## config.mk

```make
export PLATFORM = sky130hd
export DESIGN_NAME = glmt_ctrl
export DESIGN_NICKNAME = d
export VERILOG_FILES = /design/src/glmt_pkg.sv /design/src/glmt_ctrl.sv
export SDC_FILE = /design/constraint.sdc
export NUM_CORES = 1
export LEC_CHECK = 0
export ABC_AREA = 0
export BUFFER_PORTS_ARGS = -buffer_cell sky130_fd_sc_hd__buf_2
export CORE_MARGIN = 2
export CORE_UTILIZATION = 25
export DETAILED_ROUTE_END_ITERATION = 10
export GPL_ROUTABILITY_DRIVEN = 1
export SLEW_MARGIN = 30
export SYNTH_ARGS = -nofsm -noshare
export SYNTH_HDL_FRONTEND = slang
export SYNTH_SLANG_ARGS = --single-unit
export TNS_END_PERCENT = 5
```

## constraint.sdc

```tcl
create_clock -name i_clk -period 2.8 [get_ports i_clk]
set_input_delay 0.56 -clock i_clk [delete_from_list [all_inputs] [get_ports i_clk]]
set_output_delay 0.56 -clock i_clk [all_outputs]
set_load 0.01 [all_outputs]
```

## src/glmt_pkg.sv

```systemverilog
package glmt_pkg;

    // Sizes of the vocabulary store and the lookahead window.
    localparam int VOCAB_ENTRIES = 4096;
    localparam int MAX_MATCH_LEN = 32;
    localparam int ENTRY_W       = $clog2(VOCAB_ENTRIES);
    localparam int SCAN_W        = $clog2(VOCAB_ENTRIES + 1);
    localparam int POS_W         = $clog2(MAX_MATCH_LEN);
    localparam int FILL_W        = $clog2(MAX_MATCH_LEN + 1);

    // Fixed field widths.
    localparam int ID_W    = 12;
    localparam int COUNT_W = 13;
    localparam int LIMIT_W = 16;
    localparam int LEN_W   = 6;

    // Input action codes.
    localparam logic ACTION_VOCAB = 1'b0;
    localparam logic ACTION_TEXT  = 1'b1;

    // Token kinds.
    localparam logic [1:0] KIND_BEGIN   = 2'd0;
    localparam logic [1:0] KIND_MATCH   = 2'd1;
    localparam logic [1:0] KIND_UNKNOWN = 2'd2;
    localparam logic [1:0] KIND_END     = 2'd3;

    // Register indexes on the configuration port.
    localparam logic [2:0] REG_VOCAB_COUNT  = 3'd0;
    localparam logic [2:0] REG_BEGIN_ID     = 3'd1;
    localparam logic [2:0] REG_END_ID       = 3'd2;
    localparam logic [2:0] REG_UNKNOWN_ID   = 3'd3;
    localparam logic [2:0] REG_OUTPUT_LIMIT = 3'd4;

    typedef struct packed {
        logic        action;
        logic [11:0] vocab_entry;
        logic [4:0]  vocab_char_pos;
        logic [7:0]  vocab_char;
        logic [5:0]  vocab_entry_len;
        logic [7:0]  text_byte;
        logic        text_end;
    } t_in_item;

    typedef struct packed {
        logic [11:0] tok_id;
        logic [1:0]  token_kind;
        logic        run_last;
    } t_out_item;

    // Which token an emit command produces.
    typedef enum logic [1:0] {
        EMIT_BEGIN  = 2'd0,
        EMIT_DECIDE = 2'd1,
        EMIT_END    = 2'd2
    } t_emit_sel;

    // Commands from the controller to the datapath.
    typedef struct packed {
        logic      start_text;
        logic      end_text;
        logic      append;
        logic      strip;
        logic      scan_clear;
        logic      scan_run;
        logic      emit;
        t_emit_sel emit_sel;
        logic      drop_decide;
        logic      flush;
    } t_cmd;

    // Status from the datapath to the controller.
    typedef struct packed {
        logic in_text;
        logic text_end;
        logic fill_zero;
        logic fill_full;
        logic front_space;
        logic scan_done;
        logic emit_ok;
        logic flush_ok;
    } t_stat;

    function automatic logic is_space(input logic [7:0] c);
        is_space = (c == 8'd32) || ((c >= 8'd9) && (c <= 8'd13));
    endfunction

endpackage

```

## src/glmt_ctrl.sv

```systemverilog
module glmt_ctrl (
    input  logic            i_clk,
    input  logic            i_rst_n,
    input  logic            i_in_valid,
    input  logic            i_action,
    input  glmt_pkg::t_stat i_stat,
    output logic            o_in_ready,
    output glmt_pkg::t_cmd  o_cmd
);

    typedef enum logic [9:0] {
        S_IDLE   = 10'b0000000001,
        S_BEGIN  = 10'b0000000010,
        S_OPEN   = 10'b0000000100,
        S_APPEND = 10'b0000001000,
        S_STRIP  = 10'b0000010000,
        S_CHECK  = 10'b0000100000,
        S_SCAN   = 10'b0001000000,
        S_DECIDE = 10'b0010000000,
        S_ENDTOK = 10'b0100000000,
        S_FLUSH  = 10'b1000000000
    } t_state;

    t_state r_state;
    t_state n_state;

    assign o_in_ready = (r_state == S_IDLE);

    // Next state and commands.
    always_comb begin
        n_state = r_state;
        o_cmd   = '0;
        o_cmd.emit_sel = glmt_pkg::EMIT_BEGIN;
        case (r_state)
            S_IDLE: begin
                if (i_in_valid && (i_action == glmt_pkg::ACTION_TEXT)) begin
                    n_state = S_BEGIN;
                end
            end
            S_BEGIN: begin
                if (i_stat.in_text) begin
                    n_state = S_APPEND;
                end else begin
                    o_cmd.start_text = 1'b1;
                    n_state = S_OPEN;
                end
            end
            S_OPEN: begin
                if (i_stat.emit_ok) begin
                    o_cmd.emit     = 1'b1;
                    o_cmd.emit_sel = glmt_pkg::EMIT_BEGIN;
                    n_state = S_APPEND;
                end
            end
            S_APPEND: begin
                o_cmd.append = 1'b1;
                n_state = S_STRIP;
            end
            S_STRIP: begin
                if (!i_stat.fill_zero && i_stat.front_space) begin
                    o_cmd.strip = 1'b1;
                end else begin
                    n_state = S_CHECK;
                end
            end
            S_CHECK: begin
                if (i_stat.text_end) begin
                    if (i_stat.fill_zero) begin
                        n_state = S_ENDTOK;
                    end else begin
                        o_cmd.scan_clear = 1'b1;
                        n_state = S_SCAN;
                    end
                end else if (i_stat.fill_full) begin
                    o_cmd.scan_clear = 1'b1;
                    n_state = S_SCAN;
                end else begin
                    n_state = S_FLUSH;
                end
            end
            S_SCAN: begin
                o_cmd.scan_run = 1'b1;
                if (i_stat.scan_done) begin
                    n_state = S_DECIDE;
                end
            end
            S_DECIDE: begin
                if (i_stat.emit_ok) begin
                    o_cmd.emit        = 1'b1;
                    o_cmd.emit_sel    = glmt_pkg::EMIT_DECIDE;
                    o_cmd.drop_decide = 1'b1;
                    n_state = S_STRIP;
                end
            end
            S_ENDTOK: begin
                if (i_stat.emit_ok) begin
                    o_cmd.emit     = 1'b1;
                    o_cmd.emit_sel = glmt_pkg::EMIT_END;
                    o_cmd.end_text = 1'b1;
                    n_state = S_FLUSH;
                end
            end
            S_FLUSH: begin
                if (i_stat.flush_ok) begin
                    o_cmd.flush = 1'b1;
                    n_state = S_IDLE;
                end
            end
            default: begin
                n_state = S_IDLE;
            end
        endcase
    end

    // State register.
    always_ff @(posedge i_clk) begin
        if (!i_rst_n) begin
            r_state <= S_IDLE;
        end else begin
            r_state <= n_state;
        end
    end

endmodule

```

# Yosys cells after proc, flatten, opt, wreduce, memory -nomap -nowiden
# Cells that the tools add are included.
# totals
ff_bits,10
latchBits,0
ramBits,0
mem_bits_ro,0
in_bits,12
out_inout_bits,12
wordCells,53
mem_count,0
# op_classes
add_sub_neg,0
multipliers,0
div,0
n_lt_le_gt_ge,0
eq_ne,17
n_shift,0
mux,31
bitwise_logic,0
reduce_logical,4
# ops
cell,count
10-bit case mux with 10 select lines,1
10-bit 2-to-1 mux,9
1-bit 2-to-1 mux,15
2-bit != test (second input constant),6
10-bit by 1-bit equality test with 1-bit output (second input constant),1
10-bit equality test (second input constant),1
10-bit by 2-bit equality test with 1-bit output (second input constant),1
10-bit by 3-bit equality test with 1-bit output (second input constant),1
10-bit by 4-bit equality test with 1-bit output (second input constant),1
10-bit by 5-bit equality test with 1-bit output (second input constant),1
10-bit by 6-bit equality test with 1-bit output (second input constant),1
10-bit by 7-bit equality test with 1-bit output (second input constant),1
10-bit by 8-bit equality test with 1-bit output (second input constant),1
10-bit by 9-bit equality test with 1-bit output (second input constant),1
9-bit 2-to-1 mux,1
3-bit case mux with 3 select lines,1
4-bit 2-to-1 mux,2
7-bit AND reduction,1
3-bit 2-to-1 mux,2
1-bit logical AND,2
2-bit by 1-bit != test with 1-bit output (second input constant),1
1-bit logical NOT,1

# Logic depth before layout (Yosys ltp)
# depth
depth_word,4
ltp_mapped,7
depth_no_buf,5

# Worst setup path after synthesis
# Ideal clock, no wire load.
# synth_path
kind,register to output
startpoint,register r_state[2]
endpoint,output o_cmd[10] in the netlist's numbering
t_arrival_ps,1764
required_ps,2240
path_slack_ps,476
stages_incl_launch_ff,6
n_path_buf,1
cell_sequence,dfxtp_1 -> or4_4 -> buf_4 -> or2_1 -> or3_1 -> inv_1
# synth_rtl
element,line_no,text
start: declaration,glmt_ctrl.sv:24,t_state r_state;
start signal: assignment,glmt_ctrl.sv:120,r_state <= n_state;
end: declaration,glmt_ctrl.sv:8,output glmt_pkg::t_cmd o_cmd

==> flow_summary.yaml <==
layout:
  final_common_cell: "buf_2"
  fin_area_um2: 972
  instances_no_fill: 166
  fillers: 339
  num_antenna_cells: 0
  regMostFlops: "r_state"
  largest_reg_flops: 10
  final_cell_mix: "buf_2, nor2_1, dfxtp_1"
  drive_gt1_share_pct: 35.2
  syn_to_final_growth_pct: 23.9
  largestRegisters: "r_state (10)"
  nNetsFinal: 136
outcome:
  status: "finished, final reports clean"
cts:
  cts_resized: 0
  cts_buffer_depth: 2
  numCtsBuffers: 3
  cts_sinks: 10
  postCtsHoldBufs: 0
  insertion_delay_ns: 0.26
  post_cts_buffers: 0
  cts_tree: "done"
  cts.clk_slew.worst_paths_ns: 0.06
  clock-root-buffer: "clkbuf_4"
  htree_levels: 1
global_routing:
  antenna_found_initial: 0
  grt.total_usage_pct: 12.8
  grt_max_degree: 14
  grt.overflow.total: 0
  grt_pass1_wl_mm: 3.39
  grt_pass1_vias: 716
routing:
  dr.pass1.iters: 4
  vias: 801
  dr.max_layer_used: "met4"
  ant_nets: 0
  avgRoutedWirePerCell_um: 12.4
  drtIter0Drc: 36
  wl_met2_um: 834
  met1_length_um: 991
  drcViolationCount: 0
  viasPerCell: 4.83
  wl_met3_um: 193
  wirelength_mm: 2.06
worst_setup_path:
  rr_endpoint: "r_state[1]$_SDFFE_PN0P_"
  cpPeakStageDelay_ns: 0.66
  cp_top_family: "simple AND/OR/NAND/NOR gates"
  path_class: "reg2out"
  endpoint_kind: "output pin"
  worstSetupEndpoint: "o_cmd[10]"
  path_depth: 5
  crit_chain: "or4_4 -> or2_1 -> or3_1 -> inv_1 -> buf_2"
  slowest_stage: "or4_4"
  reg2reg_slack_ns: 0.60
  critPathRequiredTime_ns: 2.24
  startpoint_type: "flip-flop"
  r2r_start: "r_state[2]$_SDFFE_PN0P_"
  setup.worst_path.start: "r_state[2]$_SDFFE_PN0P_"
  arrival_ns: 2.12
  timing.critical_path.buf_inv: 2
  ff2ff_path_depth: 5
  cp_max_fo: 12
sta:
  tightest_slew_ns: 0.454
  period_needed_ns: 2.68
  slew_violations: 0
  fmax_mhz: 374
  period_share_pct: 95.6
  timing.slew.headroom_pct: 69.5
  timing_hold_violations_final: 0
  fin_ws_ns: 0.124
  grt_setup_unrepaired: "false"
  finalSetupTns_ns: 0
  fin_skew_ns: 0.00239
  setup_viol: 0
synth:
  synth.yosys.seq_area_share_pct: 25.5
  synthCells: 98
  yosysWarnings: 0
  synth_cell_types: 31
  synth.avg_cell_area_um2: 8.01
  synth.area.top_cells: "dfxtp_1, nor4_2, a21oi_1, nor2_1, nor4_1"
  yosys_register_bits: 10
  synth_top_area_share_pct: 25.5
  synth_nets: 110
  yosysTopAreaCell: "dfxtp_1"
  syn-cell-area_um2: 785
flow_run:
  drv_cap: 0
power_and_ir_drop:
  power_per_cell_area_mw_per_mm2: 493
  p_leak_nw: 0.389
  irDropWorstVdd_uv: 189
floorplan:
  core_mm2: 0.00303
  num_rows: 20
  dieArea_mm2: 0.00360
  die_h_um: 60.0
  initial_core_util_pct: 25.9
  pin_count: 24
  fp.dieW_um: 60.0
placement:
  finalWeightedCongestion: 0.906
  dp_hpwl_mm: 1.68
  dp_cells: 163
  postPlaceCellArea_um2: 946
  pre_cts_ws_ns: 0.377
  port-buffer-count: 23
hold_path:
  min_path_type: "in2reg"
-- synth_stat cells (all sizes together) --
master,count
nor3,8
xnor2,2
nor4,11
o311ai,1
o21a,3
or4,4
nor2,10
and2,3
o21ai,5
inv,6
nand2b,5
a2111oi,1
a211oi,1
dfxtp,10
and3,3
or3,1
nand3,2
or4b,4
buf,4
nand2,1
a21oi,8
a32o,1
or2,4
-- layer usage --
| metal | vias to the layer above | GRT usage [%] |
|---|---|---|
| met5 | - | 0 |
| met4 | 0 | 7.62 |
| met3 | 4 | 1.73 |
| met2 | 35 | 16.3 |
| met1 | 342 | 19.6 |
| li1 | 420 | - |
-- area by class of cell --
| class | instances | area, µm² | share of cell area, % |
|---|---|---|---|
| repair buffers | 25 | 130 | 13.4 |
| well taps | 44 | 55.1 | 5.66 |
| inverters | 6 | 22.5 | 2.32 |
| clock buffers | 3 | 22.5 | 2.32 |
| flip-flops and latches | 10 | 200 | 20.6 |
| multi-input cells | 78 | 542 | 55.7 |
-- cells by family after synthesis --
group / after synthesis / share of synthesized area, %
AO/OA/AOI/OAI: 20 / 18.0
XOR/XNOR: 2 / 2.23
buffers and inverters: 10 / 5.90
flip-flops: 10 / 25.5
AND/OR/NAND/NOR: 56 / 48.3
-- worst reg2reg max path, delay by kind of cell, from the launching register on --
kind,cells,cell delay (ns)
flops,1,0.35
simple gates,5,1.75
-- metrics by stage --
step                      power, W  utilization (%)  hold slack (ns)
after floorplan           0.000350                -            0.507
after global placement    0.000389             31.2            0.542
after detailed placement  0.000388             31.2            0.555
after CTS                 0.000485             32.0            0.545
after global routing      0.000522             32.1            0.555
final                     0.000479             32.1            0.555
-- worst min path at each step --
stage                                  startpoint                       to  slack (ns)  cells past startpoint
after floorplan           r_state[0]$_SDFFE_PN1P_  r_state[0]$_SDFFE_PN1P_        0.51                      2
after global placement    r_state[2]$_SDFFE_PN0P_  r_state[2]$_SDFFE_PN0P_        0.54                      2
after detailed placement  r_state[0]$_SDFFE_PN1P_  r_state[0]$_SDFFE_PN1P_        0.56                      2
after CTS                                 i_rst_n  r_state[0]$_SDFFE_PN1P_        0.54                      2
after global routing                      i_rst_n  r_state[0]$_SDFFE_PN1P_        0.55                      2
final                                     i_rst_n  r_state[0]$_SDFFE_PN1P_        0.55                      2
-- power breakdown --
| part | leakage [nW] | total [W] | internal [W] | switching, W |
|---|---|---|---|---|
| sequential | 0.0810 | 0.000169 | 0.000157 | 0.0000125 |
| clock | 0.0138 | 0.0000912 | 0.0000492 | 0.0000420 |
| combinational | 0.294 | 0.000219 | 0.0000835 | 0.000135 |
Power figures use the tool's default switching activity.
